$ cat src/hw/rtl/oht_pkg.sv
`timescale 1ns / 1ps
// ----------------------------------------------------------------------------
// Otsu threshold package
// Widths, types and codes shared by the Otsu histogram threshold modules.
// ----------------------------------------------------------------------------
package oht_pkg;

    localparam int COUNT_BITS  = 24;
    localparam int GRAY_LEVELS = 256;
    localparam int AW          = $clog2(GRAY_LEVELS);
    localparam int SUM_BITS    = COUNT_BITS + AW;
    localparam int PROD_BITS   = COUNT_BITS + SUM_BITS;
    localparam int NUM_BITS    = 2 * PROD_BITS;
    localparam int DEN_BITS    = 2 * COUNT_BITS;
    localparam int MUL_A_BITS  = NUM_BITS;
    localparam int MUL_B_BITS  = PROD_BITS;
    localparam int MUL_P_BITS  = NUM_BITS + DEN_BITS;
    localparam int FIFO_DEPTH  = 4;
    localparam int FIFO_PW     = $clog2(FIFO_DEPTH);
    localparam int FIFO_CW     = $clog2(FIFO_DEPTH + 1);

    localparam logic [COUNT_BITS-1:0] COUNT_MAX = {COUNT_BITS{1'b1}};
    localparam logic [AW-1:0]         LAST_BIN  = AW'(GRAY_LEVELS - 1);

    typedef struct packed {
        logic       action;
        logic [7:0] pixel_value;
    } t_in_word;

    typedef struct packed {
        logic [7:0] threshold;
        logic       split_found;
        logic       count_overflow;
    } t_out_word;

    typedef struct packed {
        logic       valid;
        logic       finish;
        logic [7:0] gray;
    } t_head;

    typedef struct packed {
        logic pop;
        logic hold;
    } t_front_ctl;

    typedef struct packed {
        logic      valid;
        t_out_word word;
    } t_result;

    typedef enum logic [3:0] {
        S_CLEAR,
        S_RUN,
        S_READ,
        S_ACC,
        S_MSTART,
        S_MWAIT,
        S_CMP,
        S_NEXT,
        S_OUT
    } t_state;

    typedef enum logic [2:0] {
        OP_P,
        OP_Q,
        OP_NUM,
        OP_DEN,
        OP_LHS,
        OP_RHS
    } t_op;

endpackage

$ cat src/hw/rtl/oht_front.sv
`timescale 1ns / 1ps
// ----------------------------------------------------------------------------
// Otsu front queue
// Accepts words and holds them in a short queue, flagging finish words.
// ----------------------------------------------------------------------------
module oht_front (
    input  logic                i_clk,
    input  logic                i_rst_n,
    input  logic                push,
    output logic                full,
    input  oht_pkg::t_in_word   i_item,
    input  oht_pkg::t_front_ctl i_ctl,
    output oht_pkg::t_head      o_head
);

    oht_pkg::t_in_word             r_mem [oht_pkg::FIFO_DEPTH];
    logic [oht_pkg::FIFO_PW-1:0]   r_wr;
    logic [oht_pkg::FIFO_PW-1:0]   r_rd;
    logic [oht_pkg::FIFO_CW-1:0]   r_cnt;
    logic                          accept;
    logic                          take;

    assign full   = (r_cnt == oht_pkg::FIFO_CW'(oht_pkg::FIFO_DEPTH)) || i_ctl.hold;
    assign accept = push && !full;
    assign take   = i_ctl.pop && (r_cnt != '0);

    always_ff @(posedge i_clk) begin
        if (!i_rst_n) begin
            r_wr  <= '0;
            r_rd  <= '0;
            r_cnt <= '0;
        end else begin
            if (accept) begin
                r_mem[r_wr] <= i_item;
                r_wr        <= r_wr + 1'b1;
            end
            if (take) begin
                r_rd <= r_rd + 1'b1;
            end
            if (accept && !take) begin
                r_cnt <= r_cnt + 1'b1;
            end else if (take && !accept) begin
                r_cnt <= r_cnt - 1'b1;
            end
        end
    end

    assign o_head.valid  = (r_cnt != '0);
    assign o_head.finish = r_mem[r_rd].action;
    assign o_head.gray   = r_mem[r_rd].pixel_value;

endmodule

$ cat config.mk
export PLATFORM = sky130hd
export DESIGN_NAME = oht_front
export DESIGN_NICKNAME = d
export VERILOG_FILES = /design/src/hw/rtl/oht_pkg.sv /design/src/hw/rtl/oht_front.sv
export SDC_FILE = /design/constraint.sdc
export NUM_CORES = 1
export LEC_CHECK = 0
export BUFFER_PORTS_ARGS = -buffer_cell sky130_fd_sc_hd__buf_2
export CORE_MARGIN = 5
export CORE_UTILIZATION = 51
export DETAILED_ROUTE_END_ITERATION = 12
export PLACE_DENSITY = 0.81
export SLEW_MARGIN = 20
export SYNTH_ARGS = -nofsm -noshare
export SYNTH_HDL_FRONTEND = slang
export SYNTH_SLANG_ARGS = --single-unit
$ cat constraint.sdc
create_clock -name i_clk -period 5.17 [get_ports i_clk]
set_input_delay 0.517 -clock i_clk [delete_from_list [all_inputs] [get_ports i_clk]]
set_output_delay 0.517 -clock i_clk [all_outputs]
set_load 0.02 [all_outputs]
Yosys cells after proc, flatten, opt, wreduce, memory -nomap -nowiden
Memory sizes are Yosys's and may differ from the RTL's. A register that Yosys moved wholly into a read port is not among the register bits.
Cells that the tools add are included.
Widths: inputs -> output; s select.
{ "classes": {"n_addsub": 4, "n_eq_ne": 1, "n_mux": 7, "reduce_logical": 10} }
{ "op_table": {"columns": ["cell", "count"], "rows": [
  ["$mux 3", 2],
  ["$add 2x1->2 const B", 2],
  ["$logic_and 1x1->1", 4],
  ["$mux 2", 2],
  ["$add 3x1->3 const B", 1],
  ["$eq 3x3->1 const B", 1],
  ["$logic_not 1->1", 3],
  ["$mux 1", 3],
  ["$reduce_bool 3->1", 1],
  ["$sub 3x1->3 const B", 1],
  ["$reduce_bool 2->1", 1],
  ["$logic_or 1x1->1", 1]
]} }
{ "word_totals": {"regBits": 7, "mem_bits_rw": 36, "inputBits": 14, "out_inout_bits": 11, "wordCells": 26, "mem_count": 1} }
{ "memory_table": {"columns": ["memory", "words", "word_bits", "read_ports", "rd_clocked_by_memory_dff", "write_ports", "line_no", "text"], "rows": [
  ["r_mem", 4, 9, 1, 1, 1, "oht_front.sv:16", "oht_pkg::t_in_word r_mem [oht_pkg::FIFO_DEPTH];"]
]} }

Logic depth before layout (Yosys ltp)
{ "logic_depth": {"depth_word": 8, "mapped_depth": 8, "depth_no_buf": 8} }

Worst setup path before layout
Ideal clock, no wire load.
{ "synth_path": {"path_kind": "register to register", "startpoint": "reg r_cnt[0] (netlist bit)", "endpoint": "reg r_cnt[2] (netlist bit)", "arrival_ps": 2015, "t_required_ps": 5100, "path_slack_ps": 3085, "stages_incl_launch_ff": 9, "path_buffers": 0, "cell_sequence": "dfxtp_1 nor3b_2 nor3b_4 ha_1 inv_1 fa_1 xor2_1 or3_1 a21boi_1"} }
{ "synth_between": {"elab_chain_len": 7, "word_cells_on_any_way": 15} }
{ "synth_lines": {"columns": ["element", "line_no", "text"], "rows": [
  ["start: declaration", "oht_front.sv:19", "logic [oht_pkg::FIFO_CW-1:0] r_cnt;"],
  ["start signal: assignment", "oht_front.sv:41", "r_cnt <= r_cnt + 1'b1;"],
  ["start signal: assignment", "oht_front.sv:43", "r_cnt <= r_cnt - 1'b1;"],
  ["$eq 3x3->1 (*)", "oht_front.sv:23", "assign full = (r_cnt == oht_pkg::FIFO_CW'(oht_pkg::FIFO_DEPTH)) || i_ctl.hold;"],
  ["$logic_or 1x1->1 (*)", "oht_front.sv:23", null],
  ["$logic_not 1->1 (*)", "oht_front.sv:24", "assign accept = push && !full;"],
  ["$logic_and 1x1->1 (*)", "oht_front.sv:24", null],
  ["named net accept", "oht_front.sv:20", "logic accept;"],
  ["$logic_not 1->1", "oht_front.sv:42", "end else if (take && !accept) begin"],
  ["$logic_and 1x1->1", "oht_front.sv:42", null],
  ["$reduce_bool 2->1 (no source line)", null, null]
]} }
Mark *: on every way through the listed nets, which the timed path passes. The rest lies on a longest branch. The select of a mux whose other input is x is not followed.
A chain may end at the register's enable or synchronous reset.

==> results_dict.tcl <==
set metrics [dict create \
    totalWireLength_mm 2.82 \
    yosys-top-cells-area "sky130_fd_sc_hd__edfxtp_1 60%, sky130_fd_sc_hd__mux4_2 11%, sky130_fd_sc_hd__dfxtp_1 10%, sky130_fd_sc_hd__ha_1 3.5%, sky130_fd_sc_hd__mux2i_1 1.7%" \
    postLayoutCoreUtil_pct 60.6 \
    tns_ns 0 \
    numnets_final 143 \
    floorplan.initialDensity_pct 53.3 \
    cp.required_ns 4.65 \
    min_period_over_period_pct 45.7 \
    vdd_ir_drop_max_mv 0.225 \
    numPlacedInstances 162 \
    max_slew_margin_pct 59.1 \
    synth_area_per_cell_um2 18.9 \
    yosys-top-cells-count "36 x sky130_fd_sc_hd__edfxtp_1, 9 x sky130_fd_sc_hd__dfxtp_1, 9 x sky130_fd_sc_hd__mux4_2, 5 x sky130_fd_sc_hd__ha_1" \
    post_synth_instance_area_um2 1790 \
    critPathTopFamily "flip-flops" \
    clockPowerShare_pct 23.5 \
    register_bit_count_reported_by_yosys 45 \
    worst_path_largest_cell_delay_ns 0.73 \
    met3RoutedLength_um 139 \
    layout.cells.non_filler 170 \
    tritoncts "done" \
    ctsRootBufferMaster "sky130_fd_sc_hd__clkbuf_4" \
    synth_cell_type_count 24 \
    timing.critical_path.arrival_ns 1.85 \
    power_density_nw_per_um2 435 \
    report.final.hold_viol_count 0 \
    worstSkewPairLatency_ns 0.35 \
    power_leakage_uw 0.000731 \
    post-layout-total-power_uw 887 \
    met2WireLength_mm 1.52 \
    pin_count 25 \
    primary_ff_master_synth "sky130_fd_sc_hd__edfxtp_1" \
    avgViaCountPerCell 5.15 \
    cts_hold_buf 0 \
    comb_power_share_pct 24.3 \
    postCtsSetupBuffers 0 \
    remaining_drc_errors 0 \
    numClockSinks 45 \
    chipHeight_um 69.3 \
    number_of_antenna_violations_at_the_first_check_in_global_routing 0 \
    io_buffers 24 \
    routed-via-count 875 \
    antennaDiodeCount 0 \
    yosysTopAreaCellShare_pct 60.3 \
    grt_use_total_pct 13.3 \
    grt_setup_unrepaired "false" \
    htree_levels 2 \
    setup_ws_ns 2.81 \
    worst-slew-pin-transition_ns 0.613 \
    detail-route-antenna-nets 0 \
    grt_start_max_net_pins 15 \
    area_overhead_of_the_layout_relative_to_synthesis_pct 13.7 \
    power_frac_seq_pct 52.2 \
    drt_first_pass_iters 4 \
    cts.reportedPaths.clkPinSlew_ns 0.12 \
    final-max-slew-violation-count 0 \
    synth_enable_flop_cells 36 \
    width_of_the_die_um 69.3 \
    wirelength_met1_mm 1.09 \
    pre_cts_setup_slack_ns 2.85 \
    critical_path_buf_inv_count 1 \
    hold_class "input port to flip-flop" \
    grt_remaining_overflow 0 \
    drv.max_cap_violation_count 0 \
    syn_inst 95 \
    internal_power_uw 634 \
    synth-seq-area-share_pct 70.4 \
    power_switching_share_pct 28.5 \
    setup_viol 0 \
    path_max_fanout 9 \
    setup.worst_path.end_class "output pin" \
    start_kind "flip-flop" \
    slowest_stage "sky130_fd_sc_hd__dfxtp_1" \
    maxUsedRoutingLayer "met4" \
    core_region_area_um2 3360 \
    final_layout_fill_cell_count 275 \
    cts_inserted_buffers 5 \
    die_area_um2 4800 \
    grt_pass1_wl_mm 4.70 \
    asyncSetResetFlopFracSynth_pct 0 \
    std_cell_rows 21 \
    layout-drive-gt1-share_pct 36.3 \
    synth.most_common_cell "sky130_fd_sc_hd__edfxtp_1" \
    route.detailed.wl_per_inst_um 16.6 \
    first_iter_violations 63 \
    synth_top_cell_by_area "sky130_fd_sc_hd__edfxtp_1" \
    syn-num-nets 115 \
    grt_pass1_vias 945 \
    finClkSkew_ns 0.00531 \
    cells_along_the_critical_path "mux4_2, buf_2" \
    timing.fmax_mhz 423 \
    run_status "completed" \
    globalplace.congestion 0.680 \
    dp_hpwl_mm 2.06 \
    cts_resized 0 \
    power_switching_uw 253 \
    ys.warnings.count 0 \
    ctsLongestPathBuffers 2 \
    worstSetupPathType "flip-flop to output pin" \
    min_period_ns 2.36 \
]
==> layout make-up <==
class	count	area [um2]	share of cell area, %
Sequential cell	45	1260	61.9
Multi-Input combinational cell	44	507	24.9
Timing Repair Buffer	24	120	5.90
Tap cell	46	57.6	2.83
Clock buffer	6	41.3	2.03
Clock inverter	2	38.8	1.90
Inverter	3	11.3	0.553
==> sequential cells by signal, indices dropped and copies added, names as in the netlist, named ones only <==
name and cells:
r_cnt 3, r_mem 36, r_rd 2, r_wr 2
==> layer usage <==
layer | track usage (%) | vias up
met3 | 3.91 | 7
met1 | 15.0 | 427
met4 | 7.38 | 0
li1 | - | 421
met5 | 0 | -
met2 | 22.6 | 20
==> path summary, 6_finish.rpt <==
kind / from / endpoint / slack [ns] / cells after the start
hold reg to reg: r_wr[1] / r_wr[1] / 0.51 / 2
hold / removal: i_item[6] / r_mem[3][6] / 0.37 / 1
setup reg to reg: r_cnt[0] / r_cnt[2] / 2.92 / 8
setup / recovery: flip-flop / o_head[7] / 2.81 / 2
==> cells by family (layout without fill, tap and decap cells) <==
group,after synthesis,in the layout,share of synthesized area (%)
buf+inv,6,35,1.33
xor+xnor,4,4,1.96
mux,12,12,13.0
fa+ha+maj,6,6,4.61
compound gates,4,4,1.89
flops,45,45,70.4
simple gates,18,18,6.84
==> through the flow <==
step,hold slack [ns],cell area (um2)
floorplan,0.468,1790
global placement,0.482,1960
detailed placement,0.500,1960
CTS,0.364,2040
global route,0.363,2040
finish,0.375,2040
==> placed cells by master, fill, tap and decap left out, drive strengths merged <==
cell and count:
edfxtp 36, buf 24, mux4 9, dfxtp 9
clkbuf 6, ha 5, and3 4, and2 4
nand2 4, inv 3, xnor2 3, mux2i 3
nor3b 2, or3 2, or2 1, o31ai 1
nor2b 1, o311ai 1, xor2 1, o21ai 1
a21boi 1, fa 1, clkinv 1, bufinv 1
==> power by group through the flow <==
| stage | sequential (uW) | clock, uW | combinational (uW) |
|---|---|---|---|
| final | 463 | 209 | 215 |
| after global routing | 472 | 230 | 235 |
| after CTS | 465 | 215 | 220 |
| after global placement | 470 | 0 | 210 |
| after detailed placement | 474 | 0 | 218 |
| after floorplan | 442 | 0 | 187 |
No activity file was read; power rests on OpenSTA's default activity.
